**src/sv/yrc_pkg.sv**
```systemverilog
`timescale 1ns / 1ps
// types, constants and helpers shared by the ycbcr 4:2:0 to rgb converter
// no dependencies

package yrc_pkg;

    localparam int PIX_W                 = 8;
    localparam int COORD_W               = 12;
    localparam int CFG_W                 = 13;
    localparam int CFG_IDX_W             = 2;
    localparam int MSEL_W                = 3;
    localparam int COEF_W                = 18;
    localparam int DIFF_W                = 9;
    localparam int TERM_W                = 28;
    localparam int FRAC_W                = 16;
    localparam int MAX_DIMENSION_DEFAULT = 4096;

    localparam int Y_GAIN        = 76309;
    localparam int LUMA_OFFSET   = 16;
    localparam int CHROMA_OFFSET = 128;
    localparam int ROUND_HALF    = 32768;

    localparam logic [MSEL_W-1:0] MATRIX_SELECT_RESET = MSEL_W'(1);
    localparam logic [CFG_W-1:0]  FRAME_WIDTH_RESET   = CFG_W'(720);
    localparam logic [CFG_W-1:0]  FRAME_HEIGHT_RESET  = CFG_W'(576);

    localparam logic [1:0] LAST_PIXEL = 2'd3;

    typedef enum logic [CFG_IDX_W-1:0] {
        CFG_MATRIX_SELECT = 2'd0,
        CFG_FRAME_WIDTH   = 2'd1,
        CFG_FRAME_HEIGHT  = 2'd2
    } cfg_idx_e;

    typedef struct packed {
        logic [COEF_W-1:0] crv;
        logic [COEF_W-1:0] cbu;
        logic [COEF_W-1:0] cgu;
        logic [COEF_W-1:0] cgv;
    } coef_t;

    localparam coef_t COEF_TABLE [8] = '{
        '{crv: 18'd117504, cbu: 18'd138453, cgu: 18'd13954, cgv: 18'd34903},
        '{crv: 18'd117504, cbu: 18'd138453, cgu: 18'd13954, cgv: 18'd34903},
        '{crv: 18'd104597, cbu: 18'd132201, cgu: 18'd25675, cgv: 18'd53279},
        '{crv: 18'd104597, cbu: 18'd132201, cgu: 18'd25675, cgv: 18'd53279},
        '{crv: 18'd104448, cbu: 18'd132798, cgu: 18'd24759, cgv: 18'd53109},
        '{crv: 18'd104597, cbu: 18'd132201, cgu: 18'd25675, cgv: 18'd53279},
        '{crv: 18'd104597, cbu: 18'd132201, cgu: 18'd25675, cgv: 18'd53279},
        '{crv: 18'd117579, cbu: 18'd136230, cgu: 18'd16907, cgv: 18'd35559}
    };

    typedef struct packed {
        logic [PIX_W-1:0] cb;
        logic [PIX_W-1:0] cr;
        logic [PIX_W-1:0] luma_top_left;
        logic [PIX_W-1:0] luma_top_right;
        logic [PIX_W-1:0] luma_bottom_left;
        logic [PIX_W-1:0] luma_bottom_right;
    } block_t;

    typedef struct packed {
        logic [PIX_W-1:0]   red;
        logic [PIX_W-1:0]   green;
        logic [PIX_W-1:0]   blue;
        logic [COORD_W-1:0] pixel_x;
        logic [COORD_W-1:0] pixel_y;
        logic               last_of_block;
        logic               end_of_frame;
    } pixel_t;

    // frame position of a block's top-left pixel
    typedef struct packed {
        logic [COORD_W-1:0] x;
        logic [COORD_W-1:0] y;
        logic               last_block;
    } pos_t;

    typedef struct packed {
        logic [3:0][PIX_W-1:0]    luma;
        logic signed [TERM_W-1:0] r_term;
        logic signed [TERM_W-1:0] g_term;
        logic signed [TERM_W-1:0] b_term;
        pos_t                     pos;
    } work_t;

    // floor(v / 2^16) clamped to 0..255
    function automatic logic [PIX_W-1:0] sat_shift(input logic signed [TERM_W-1:0] v);
        logic [PIX_W-1:0] r;
        if (v[TERM_W-1])
            r = '0;
        else if (|v[TERM_W-2:FRAC_W+PIX_W])
            r = '1;
        else
            r = v[FRAC_W+PIX_W-1:FRAC_W];
        return r;
    endfunction

endpackage

```
**src/sv/yrc_stream_if.sv**
```systemverilog
`timescale 1ns / 1ps
// valid/ready stream channel carrying one payload beat
// payload type given by parameter, usually from yrc_pkg

interface yrc_stream_if #(parameter type T = logic);
    logic valid;
    logic ready;
    T     data;

    modport source (output valid, output data, input ready);
    modport sink (input valid, input data, output ready);
endinterface

```
**src/sv/yuv420_to_rgb32_convert.sv**
```systemverilog
`timescale 1ns / 1ps
// top level of the ycbcr 4:2:0 to rgb converter with its register file
// depends on yrc_pkg, yrc_stream_if, yrc_position, yrc_chroma, yrc_pixel

// Each beat on yuv_block carries one Cb/Cr pair and its 2x2 luma block and
// produces four beats on rgb_pixel (top-left, top-right, bottom-left,
// bottom-right), tagged with frame position, last_of_block and end_of_frame.
// The pixel port moves one beat per cycle while rgb_pixel.ready is high. A new
// block is taken while the previous one is still being sent. Blocks pass the
// input, chroma term and serializer block registers before the output register.
// Registers (matrix_select, frame_width, frame_height) are written through
// cfg_we, cfg_index and cfg_data; the user must write them only while the block
// is idle, which the block itself does not enforce. Sizes are clamped to
// 2..MAX_DIMENSION and rounded down to even, dropping an odd last row or column.

module yuv420_to_rgb32_convert #(
    parameter int MAX_DIMENSION = yrc_pkg::MAX_DIMENSION_DEFAULT
) (
    input  logic                          clk,
    input  logic                          rst_n,
    input  logic                          cfg_we,
    input  logic [yrc_pkg::CFG_IDX_W-1:0] cfg_index,
    input  logic [yrc_pkg::CFG_W-1:0]     cfg_data,
    yrc_stream_if.sink                    yuv_block,
    yrc_stream_if.source                  rgb_pixel
);

    logic [yrc_pkg::MSEL_W-1:0] matrix_select_reg, matrix_select_next;
    logic [yrc_pkg::CFG_W-1:0]  frame_width_reg, frame_width_next;
    logic [yrc_pkg::CFG_W-1:0]  frame_height_reg, frame_height_next;

    logic            accept;
    logic            blk_ready;
    yrc_pkg::pos_t   pos;
    logic            work_valid, work_ready;
    yrc_pkg::work_t  work;
    logic            pix_valid;
    yrc_pkg::pixel_t pix;

    always_comb
    begin
        matrix_select_next = matrix_select_reg;
        frame_width_next   = frame_width_reg;
        frame_height_next  = frame_height_reg;
        if (cfg_we)
        begin
            unique case (cfg_index)
                yrc_pkg::CFG_MATRIX_SELECT:
                    matrix_select_next = cfg_data[yrc_pkg::MSEL_W-1:0];
                yrc_pkg::CFG_FRAME_WIDTH:
                    frame_width_next = cfg_data;
                yrc_pkg::CFG_FRAME_HEIGHT:
                    frame_height_next = cfg_data;
                default:
                    ;
            endcase
        end
    end

    always_ff @(posedge clk or negedge rst_n)
    begin
        if (!rst_n)
        begin
            matrix_select_reg <= yrc_pkg::MATRIX_SELECT_RESET;
            frame_width_reg   <= yrc_pkg::FRAME_WIDTH_RESET;
            frame_height_reg  <= yrc_pkg::FRAME_HEIGHT_RESET;
        end
        else
        begin
            matrix_select_reg <= matrix_select_next;
            frame_width_reg   <= frame_width_next;
            frame_height_reg  <= frame_height_next;
        end
    end

    assign accept          = yuv_block.valid && blk_ready;
    assign yuv_block.ready = blk_ready;

    yrc_position #(
        .MAX_DIMENSION (MAX_DIMENSION)
    ) u_position (
        .clk          (clk),
        .rst_n        (rst_n),
        .advance      (accept),
        .frame_width  (frame_width_reg),
        .frame_height (frame_height_reg),
        .pos          (pos)
    );

    yrc_chroma u_chroma (
        .clk           (clk),
        .rst_n         (rst_n),
        .in_valid      (yuv_block.valid),
        .in_ready      (blk_ready),
        .in_data       (yuv_block.data),
        .in_pos        (pos),
        .matrix_select (matrix_select_reg),
        .work_valid    (work_valid),
        .work_ready    (work_ready),
        .work          (work)
    );

    yrc_pixel u_pixel (
        .clk        (clk),
        .rst_n      (rst_n),
        .work_valid (work_valid),
        .work_ready (work_ready),
        .work       (work),
        .pix_valid  (pix_valid),
        .pix_ready  (rgb_pixel.ready),
        .pix        (pix)
    );

    assign rgb_pixel.valid = pix_valid;
    assign rgb_pixel.data  = pix;

endmodule

```
**src/sv/yrc_position.sv**
```systemverilog
`timescale 1ns / 1ps
// block position tracker: raster block counters with frame wrap and size clamp
// depends on yrc_pkg

module yrc_position #(
    parameter int MAX_DIMENSION = yrc_pkg::MAX_DIMENSION_DEFAULT
) (
    input  logic                     clk,
    input  logic                     rst_n,
    input  logic                     advance,
    input  logic [yrc_pkg::CFG_W-1:0] frame_width,
    input  logic [yrc_pkg::CFG_W-1:0] frame_height,
    output yrc_pkg::pos_t             pos
);

    localparam int MAX_W = $clog2(MAX_DIMENSION + 1);
    localparam int DW    = (MAX_W > yrc_pkg::CFG_W) ? MAX_W : yrc_pkg::CFG_W;
    localparam int BW    = DW - 1;
    localparam int BK    = $clog2(MAX_DIMENSION / 2);
    localparam logic [DW-1:0] DIM_MAX = DW'(MAX_DIMENSION);
    localparam logic [DW-1:0] DIM_MIN = DW'(2);

    function automatic logic [BW-1:0] blocks_of(input logic [DW-1:0] dim);
        logic [DW-1:0] d;
        d = dim;
        if (d < DIM_MIN)
            d = DIM_MIN;
        if (d > DIM_MAX)
            d = DIM_MAX;
        return d[DW-1:1];
    endfunction

    logic [BK-1:0] col_reg, col_next;
    logic [BK-1:0] row_reg, row_next;
    logic [BW-1:0] bw, bh;
    logic [BW-1:0] col_a, row_a, col_n, row_n;

    always_comb
    begin
        bw = blocks_of(DW'(frame_width));
        bh = blocks_of(DW'(frame_height));

        // position left beyond a shrunk frame
        if (BW'(col_reg) >= bw)
        begin
            col_a = '0;
            row_a = BW'(row_reg) + 1'b1;
        end
        else
        begin
            col_a = BW'(col_reg);
            row_a = BW'(row_reg);
        end
        if (row_a >= bh)
            row_a = '0;

        col_n = col_a + 1'b1;
        row_n = row_a;
        if (col_n >= bw)
        begin
            col_n = '0;
            row_n = row_a + 1'b1;
            if (row_n >= bh)
                row_n = '0;
        end

        col_next = advance ? BK'(col_n) : col_reg;
        row_next = advance ? BK'(row_n) : row_reg;

        pos.x          = yrc_pkg::COORD_W'({col_a, 1'b0});
        pos.y          = yrc_pkg::COORD_W'({row_a, 1'b0});
        pos.last_block = (col_a == bw - 1'b1) && (row_a == bh - 1'b1);
    end

    always_ff @(posedge clk or negedge rst_n)
    begin
        if (!rst_n)
        begin
            col_reg <= '0;
            row_reg <= '0;
        end
        else
        begin
            col_reg <= col_next;
            row_reg <= row_next;
        end
    end

endmodule

```
**src/sv/yrc_chroma.sv**
```systemverilog
`timescale 1ns / 1ps
// input register and chroma term stage: products of cb/cr with the matrix
// depends on yrc_pkg

module yrc_chroma (
    input  logic                       clk,
    input  logic                       rst_n,
    input  logic                       in_valid,
    output logic                       in_ready,
    input  yrc_pkg::block_t            in_data,
    input  yrc_pkg::pos_t              in_pos,
    input  logic [yrc_pkg::MSEL_W-1:0] matrix_select,
    output logic                       work_valid,
    input  logic                       work_ready,
    output yrc_pkg::work_t             work
);

    localparam int TW = yrc_pkg::TERM_W;
    localparam int VW = yrc_pkg::DIFF_W;
    localparam int CW = yrc_pkg::COEF_W;

    logic            a_valid_reg, a_valid_next;
    yrc_pkg::block_t a_blk_reg;
    yrc_pkg::pos_t   a_pos_reg;
    logic            b_valid_reg, b_valid_next;
    yrc_pkg::work_t  b_work_reg, b_work_next;

    logic            accept, a_adv, b_adv, b_free;
    yrc_pkg::coef_t  c;
    logic signed [VW-1:0] u, v;
    logic signed [CW:0]   crv, cbu, cgu, cgv;

    always_comb
    begin
        b_adv    = b_valid_reg && work_ready;
        b_free   = !b_valid_reg || b_adv;
        a_adv    = a_valid_reg && b_free;
        in_ready = !a_valid_reg || a_adv;
        accept   = in_valid && in_ready;

        a_valid_next = accept ? 1'b1 : (a_adv ? 1'b0 : a_valid_reg);
        b_valid_next = a_adv ? 1'b1 : (b_adv ? 1'b0 : b_valid_reg);
    end

    always_comb
    begin
        c   = yrc_pkg::COEF_TABLE[matrix_select];
        crv = $signed({1'b0, c.crv});
        cbu = $signed({1'b0, c.cbu});
        cgu = $signed({1'b0, c.cgu});
        cgv = $signed({1'b0, c.cgv});
        u   = VW'($signed({1'b0, a_blk_reg.cb}) - yrc_pkg::CHROMA_OFFSET);
        v   = VW'($signed({1'b0, a_blk_reg.cr}) - yrc_pkg::CHROMA_OFFSET);

        b_work_next.luma   = {a_blk_reg.luma_bottom_right, a_blk_reg.luma_bottom_left,
                              a_blk_reg.luma_top_right, a_blk_reg.luma_top_left};
        b_work_next.r_term = TW'(crv) * TW'(v);
        b_work_next.g_term = TW'(cgu) * TW'(u) + TW'(cgv) * TW'(v)
                             - TW'(yrc_pkg::ROUND_HALF);
        b_work_next.b_term = TW'(cbu) * TW'(u) + TW'(yrc_pkg::ROUND_HALF);
        b_work_next.pos    = a_pos_reg;
    end

    always_ff @(posedge clk or negedge rst_n)
    begin
        if (!rst_n)
        begin
            a_valid_reg <= 1'b0;
            b_valid_reg <= 1'b0;
        end
        else
        begin
            a_valid_reg <= a_valid_next;
            b_valid_reg <= b_valid_next;
        end
    end

    always_ff @(posedge clk)
    begin
        if (accept)
        begin
            a_blk_reg <= in_data;
            a_pos_reg <= in_pos;
        end
        if (a_adv)
            b_work_reg <= b_work_next;
    end

    assign work_valid = b_valid_reg;
    assign work       = b_work_reg;

endmodule

```
**src/sv/yrc_pixel.sv**
```systemverilog
`timescale 1ns / 1ps
// pixel serializer: one luma a cycle unless stalled, rgb sums, saturation, output register
// depends on yrc_pkg

module yrc_pixel (
    input  logic            clk,
    input  logic            rst_n,
    input  logic            work_valid,
    output logic            work_ready,
    input  yrc_pkg::work_t  work,
    output logic            pix_valid,
    input  logic            pix_ready,
    output yrc_pkg::pixel_t pix
);

    localparam int TW = yrc_pkg::TERM_W;
    localparam int VW = yrc_pkg::DIFF_W;

    logic            s_valid_reg, s_valid_next;
    yrc_pkg::work_t  s_work_reg;
    logic [1:0]      cnt_reg, cnt_next;
    logic            o_valid_reg, o_valid_next;
    yrc_pkg::pixel_t o_pix_reg, o_pix_next;

    logic                  o_load, emit, s_free, last_pix;
    logic signed [VW-1:0]  ys;
    logic signed [TW-1:0]  y, sum_r, sum_g, sum_b;

    always_comb
    begin
        o_load     = !o_valid_reg || pix_ready;
        emit       = s_valid_reg && o_load;
        last_pix   = (cnt_reg == yrc_pkg::LAST_PIXEL);
        s_free     = !s_valid_reg || (emit && last_pix);
        work_ready = s_free;

        s_valid_next = s_free ? work_valid : s_valid_reg;
        cnt_next     = emit ? cnt_reg + 1'b1 : cnt_reg;
        o_valid_next = emit ? 1'b1 : (pix_ready ? 1'b0 : o_valid_reg);
    end

    always_comb
    begin
        ys    = VW'($signed({1'b0, s_work_reg.luma[cnt_reg]}) - yrc_pkg::LUMA_OFFSET);
        y     = TW'(ys) * TW'(yrc_pkg::Y_GAIN);
        sum_r = y + s_work_reg.r_term;
        sum_g = y - s_work_reg.g_term;
        sum_b = y + s_work_reg.b_term;

        o_pix_next.red           = yrc_pkg::sat_shift(sum_r);
        o_pix_next.green         = yrc_pkg::sat_shift(sum_g);
        o_pix_next.blue          = yrc_pkg::sat_shift(sum_b);
        o_pix_next.pixel_x       = {s_work_reg.pos.x[yrc_pkg::COORD_W-1:1], cnt_reg[0]};
        o_pix_next.pixel_y       = {s_work_reg.pos.y[yrc_pkg::COORD_W-1:1], cnt_reg[1]};
        o_pix_next.last_of_block = last_pix;
        o_pix_next.end_of_frame  = last_pix && s_work_reg.pos.last_block;
    end

    always_ff @(posedge clk or negedge rst_n)
    begin
        if (!rst_n)
        begin
            s_valid_reg <= 1'b0;
            cnt_reg     <= '0;
            o_valid_reg <= 1'b0;
        end
        else
        begin
            s_valid_reg <= s_valid_next;
            cnt_reg     <= cnt_next;
            o_valid_reg <= o_valid_next;
        end
    end

    always_ff @(posedge clk)
    begin
        if (s_free && work_valid)
            s_work_reg <= work;
        if (emit)
            o_pix_reg <= o_pix_next;
    end

    assign pix_valid = o_valid_reg;
    assign pix       = o_pix_reg;

endmodule

```
**src/flat_wrapper.sv**
```systemverilog
// flat-port wrapper written by rule: the top's interface ports become plain ports
module yuv420_to_rgb32_convert_flat import yrc_pkg::*;
#(
    parameter int MAX_DIMENSION = yrc_pkg::MAX_DIMENSION_DEFAULT
)
  (clk, rst_n, cfg_we, cfg_index, cfg_data, yuv_block_valid, yuv_block_data, yuv_block_ready, rgb_pixel_valid, rgb_pixel_data, rgb_pixel_ready);
  yrc_stream_if #(.T(block_t)) yuv_block_i ();
  yrc_stream_if #(.T(pixel_t)) rgb_pixel_i ();
  input  logic clk;
  input  logic rst_n;
  input  logic cfg_we;
  input  logic [yrc_pkg::CFG_IDX_W-1:0] cfg_index;
  input  logic [yrc_pkg::CFG_W-1:0] cfg_data;
  input wire logic [$bits(yuv_block_i.valid)-1:0] yuv_block_valid;
  input wire logic [$bits(yuv_block_i.data)-1:0] yuv_block_data;
  output wire logic [$bits(yuv_block_i.ready)-1:0] yuv_block_ready;
  output wire logic [$bits(rgb_pixel_i.valid)-1:0] rgb_pixel_valid;
  output wire logic [$bits(rgb_pixel_i.data)-1:0] rgb_pixel_data;
  input wire logic [$bits(rgb_pixel_i.ready)-1:0] rgb_pixel_ready;
  assign yuv_block_i.valid = yuv_block_valid;
  assign yuv_block_i.data = yuv_block_data;
  assign yuv_block_ready = yuv_block_i.ready;
  assign rgb_pixel_valid = rgb_pixel_i.valid;
  assign rgb_pixel_data = rgb_pixel_i.data;
  assign rgb_pixel_i.ready = rgb_pixel_ready;
  yuv420_to_rgb32_convert #(.MAX_DIMENSION(MAX_DIMENSION)) u_core (.clk(clk), .rst_n(rst_n), .cfg_we(cfg_we), .cfg_index(cfg_index), .cfg_data(cfg_data), .yuv_block(yuv_block_i), .rgb_pixel(rgb_pixel_i));
endmodule
```
**config.mk**
```make
export PLATFORM = sky130hd
export DESIGN_NAME = yuv420_to_rgb32_convert_flat
export DESIGN_NICKNAME = d
export VERILOG_FILES = /design/src/sv/yrc_pkg.sv /design/src/sv/yrc_stream_if.sv /design/src/sv/yuv420_to_rgb32_convert.sv /design/src/sv/yrc_position.sv /design/src/sv/yrc_chroma.sv /design/src/sv/yrc_pixel.sv /design/src/flat_wrapper.sv
export SDC_FILE = /design/constraint.sdc
export NUM_CORES = 2
export LEC_CHECK = 0
export BUFFER_PORTS_ARGS = -buffer_cell sky130_fd_sc_hd__buf_2
export CAP_MARGIN = 20
export CORE_UTILIZATION = 60
export CTS_CLUSTER_DIAMETER = 200
export DETAILED_ROUTE_END_ITERATION = 16
export PLACE_DENSITY = 0.81
export SYNTH_ARGS = -nofsm -noshare
export SYNTH_HDL_FRONTEND = slang
export SYNTH_SLANG_ARGS = --single-unit
```
**constraint.sdc**
```tcl
create_clock -name clk -period 9 [get_ports clk]
set_clock_uncertainty 0.05 [all_clocks]
set_input_delay 0.45 -clock clk [delete_from_list [all_inputs] [get_ports clk]]
set_output_delay 0.45 -clock clk [all_outputs]
set_load 0.02 [all_outputs]
```
==> results.sh <==
export IMPL_viasPerCell=5.83
export IMPL_synth_common_cells="inv_1, ha_1, edfxtp_1"
export IMPL_cts_sinks=456
export IMPL_syn_inst=3420
export IMPL_critPathMaxFanout=8
export IMPL_grt_pass1_wl_um=152000
export IMPL_track_usage_pct=30.5
export IMPL_vias=26378
export IMPL_period_needed_ns=8.47
export IMPL_gp_congestion=0.974
export IMPL_avgSynthCellArea_um2=11.3
export IMPL_io_buffers=119
export IMPL_cts_made_buffers=49
export IMPL_seq_area_frac_synth_pct=34.6
export IMPL_path_clk_slew_ns=0.06
export IMPL_cts_tree="built"
export IMPL_synth_ff_type="edfxtp_1"
export IMPL_grt_ovfl_total=0
export IMPL_design_area_um2=42700
export IMPL_slew_violations=0
export IMPL_wirelength_um=97400
export IMPL_die_y_um=256
export IMPL_core_area_um2=63400
export IMPL_required_ns=9.26
export IMPL_drive_gt1_share_pct=9.06
export IMPL_grt_pass1_vias=27112
export IMPL_hp_class="in2reg"
export IMPL_yosysUniqueCellTypes=83
export IMPL_synth_seq_cells=456
export IMPL_ctsLongestPathBuffers=3
export IMPL_antenna_found_initial=0
export IMPL_cts_root_buf="clkbuf_16"
export IMPL_largest_reg_flops=139
export IMPL_nets=4626
export IMPL_rows=92
export IMPL_drt_pass1_iterations=5
export IMPL_synthTopCellsByArea="edfxtp_1, fa_1, ha_1"
export IMPL_h_tree_depth=2
export IMPL_hpwl_um=75200
export IMPL_postRouteAntennaNets=0
export IMPL_critical_path_slowest_cell="mux4_1"
export IMPL_synth_edf_count=399
export IMPL_period_share_pct=94.1
export IMPL_critPathKind="reg2reg"
export IMPL_critPathArrivalTime_ns=8.73
export IMPL_syn_to_final_growth_pct=10.3
export IMPL_crit_path_frequent_cell="ha_1"
export IMPL_grt_start_max_net_pins=78
export IMPL_yosys_area_top_type_share_pct=30.9
export IMPL_syn_area_um2=38700
export IMPL_synth_largest_area_cell="edfxtp_1"
export IMPL_cpPeakStageDelay_ns=0.61
export IMPL_maxCapViolations=0
export IMPL_die_w_um=256
export IMPL_setup_violations=0
export IMPL_clk_latency_ns=0.62
export IMPL_yosysMostFrequentCell="inv_1"
export IMPL_critPathLaunchType="flop"
export IMPL_async_reset_ff_share_pct=12.5
export IMPL_tns_ns=0
export IMPL_slew_headroom_pct=28.9
export IMPL_hold_viol_final=0
export IMPL_worst_pin_slew_ns=1.07
export IMPL_place_area_um2=40600
export IMPL_start_util_pct=61.1
export IMPL_post_drt_wl_per_cell_um=21.5
export IMPL_rsz0062_at_grt="false"
export IMPL_diodes=0
export IMPL_io_pins=120
export IMPL_status="complete, no violations"
export IMPL_endpoint_kind="flop"
export IMPL_postCtsSetupRepairBufs=0
export IMPL_drt_iter0_drc=2307
export IMPL_die_area_um2=65600
export IMPL_max_clock_freq_mhz=118
export IMPL_drc=0
export IMPL_yosys_warnings=0
[kinds of logic after synthesis]
group	synth area share, %
AOI/OAI and AO/OA	7.75
and+or+nand+nor	8.68
DFF	34.6
xor gates and xnor gates	3.53
other	0.0194
muxes	1.64
buffers and inverters	6.71
adders and majority gates	37.0
[placed cells by master (no fill, tap or decap), types with 20 or more instances in the layout]
cell	netlist	final
a21o_1	46	46
a21oi_1	141	139
and2_1	53	52
and3_1	43	43
buf_2	0	119
buf_4	0	48
clkbuf_16	0	50
dfrtp_1	50	50
dlygate4sd3_1	0	48
edfxtp_1	399	399
fa_1	375	375
ha_1	547	547
inv_1	633	631
mux2_2	31	31
nand2_1	174	174
nand2b_1	28	28
nand3_1	57	57
nor2_1	182	182
nor3_1	46	46
o21a_1	42	42
o21ai_0	81	81
or3_1	20	20
xnor2_1	113	113
xor2_1	38	38
[cell type report]
type	count	area, µm²
multi-input combinational	2275	22800
fill	4608	20700
sequential	456	13400
inverter	638	2400
timing repair buffer	216	1460
clock buffer	62	1300
tap	846	1060
clock inverter	29	340
[final timing paths]
path	slack (ns)	from	depth (start not counted)	endpoint
max	0.53	u_core.u_pixel.cnt_reg[0]	29	u_core.u_pixel.pix[36]
min	0.03	yuv_block_valid	2	u_core.u_chroma.a_valid_reg
max reg2reg	0.53	u_core.u_pixel.cnt_reg[0]	29	u_core.u_pixel.pix[36]
min reg2reg	0.34	u_core.u_pixel.o_pix_next[25]	0	u_core.u_pixel.pix[25]
max in group asynchronous	7.83	rst_n	3	u_core.frame_height_reg[12]
min in group asynchronous	0.53	rst_n	3	u_core.u_position.col_reg[6]
[metal layers]
layer	GRT usage, %	wire (µm)	part of all wire, %	vias to the layer above
li1	-	-	-	12057
met1	41.3	40000	41	12976
met2	49.3	45500	47	1116
met3	4.49	7650	7.9	229
met4	12.7	4260	4.4	0
met5	0	0	0	-
[repair_timing]
| action | 4_1_cts | 5_1_grt |
|---|---|---|
| gates resized for setup | 0 | 2 |
| endpoints found under the setup margin | 0 | 8 |
| endpoints found under the hold margin | 76 | 0 |
| hold buffers | 48 | 0 |
[metrics by stage]
step	hold slack (ns)	setup slack, ns	util [%]	std cells
global route	0.0222	0.0859	67.4	4522
global placement	0.351	0.615	64.0	4382
detailed placement	0.355	0.409	64.0	4383
finish	0.0316	0.533	67.4	4522
CTS	0.00251	0.289	67.3	4522
floorplan	0.104	0.942	-	3421
[worst max-delay path, delay by kind of cell (launching register included)]
| family | cells | cell delay, ns |
|---|---|---|
| AO/OA/AOI/OAI | 10 | 2.60 |
| flip-flops | 1 | 0.46 |
| buffers and inverters | 5 | 0.49 |
| multiplexers | 1 | 0.61 |
| adder cells (fa/ha/maj) | 8 | 2.59 |
| AND/OR/NAND/NOR | 3 | 0.66 |
| XOR/XNOR | 2 | 0.68 |
Power is left out: the tool's default activity adds up to more than one toggle a clock period on the data nets, which glitch-free logic cannot reach.
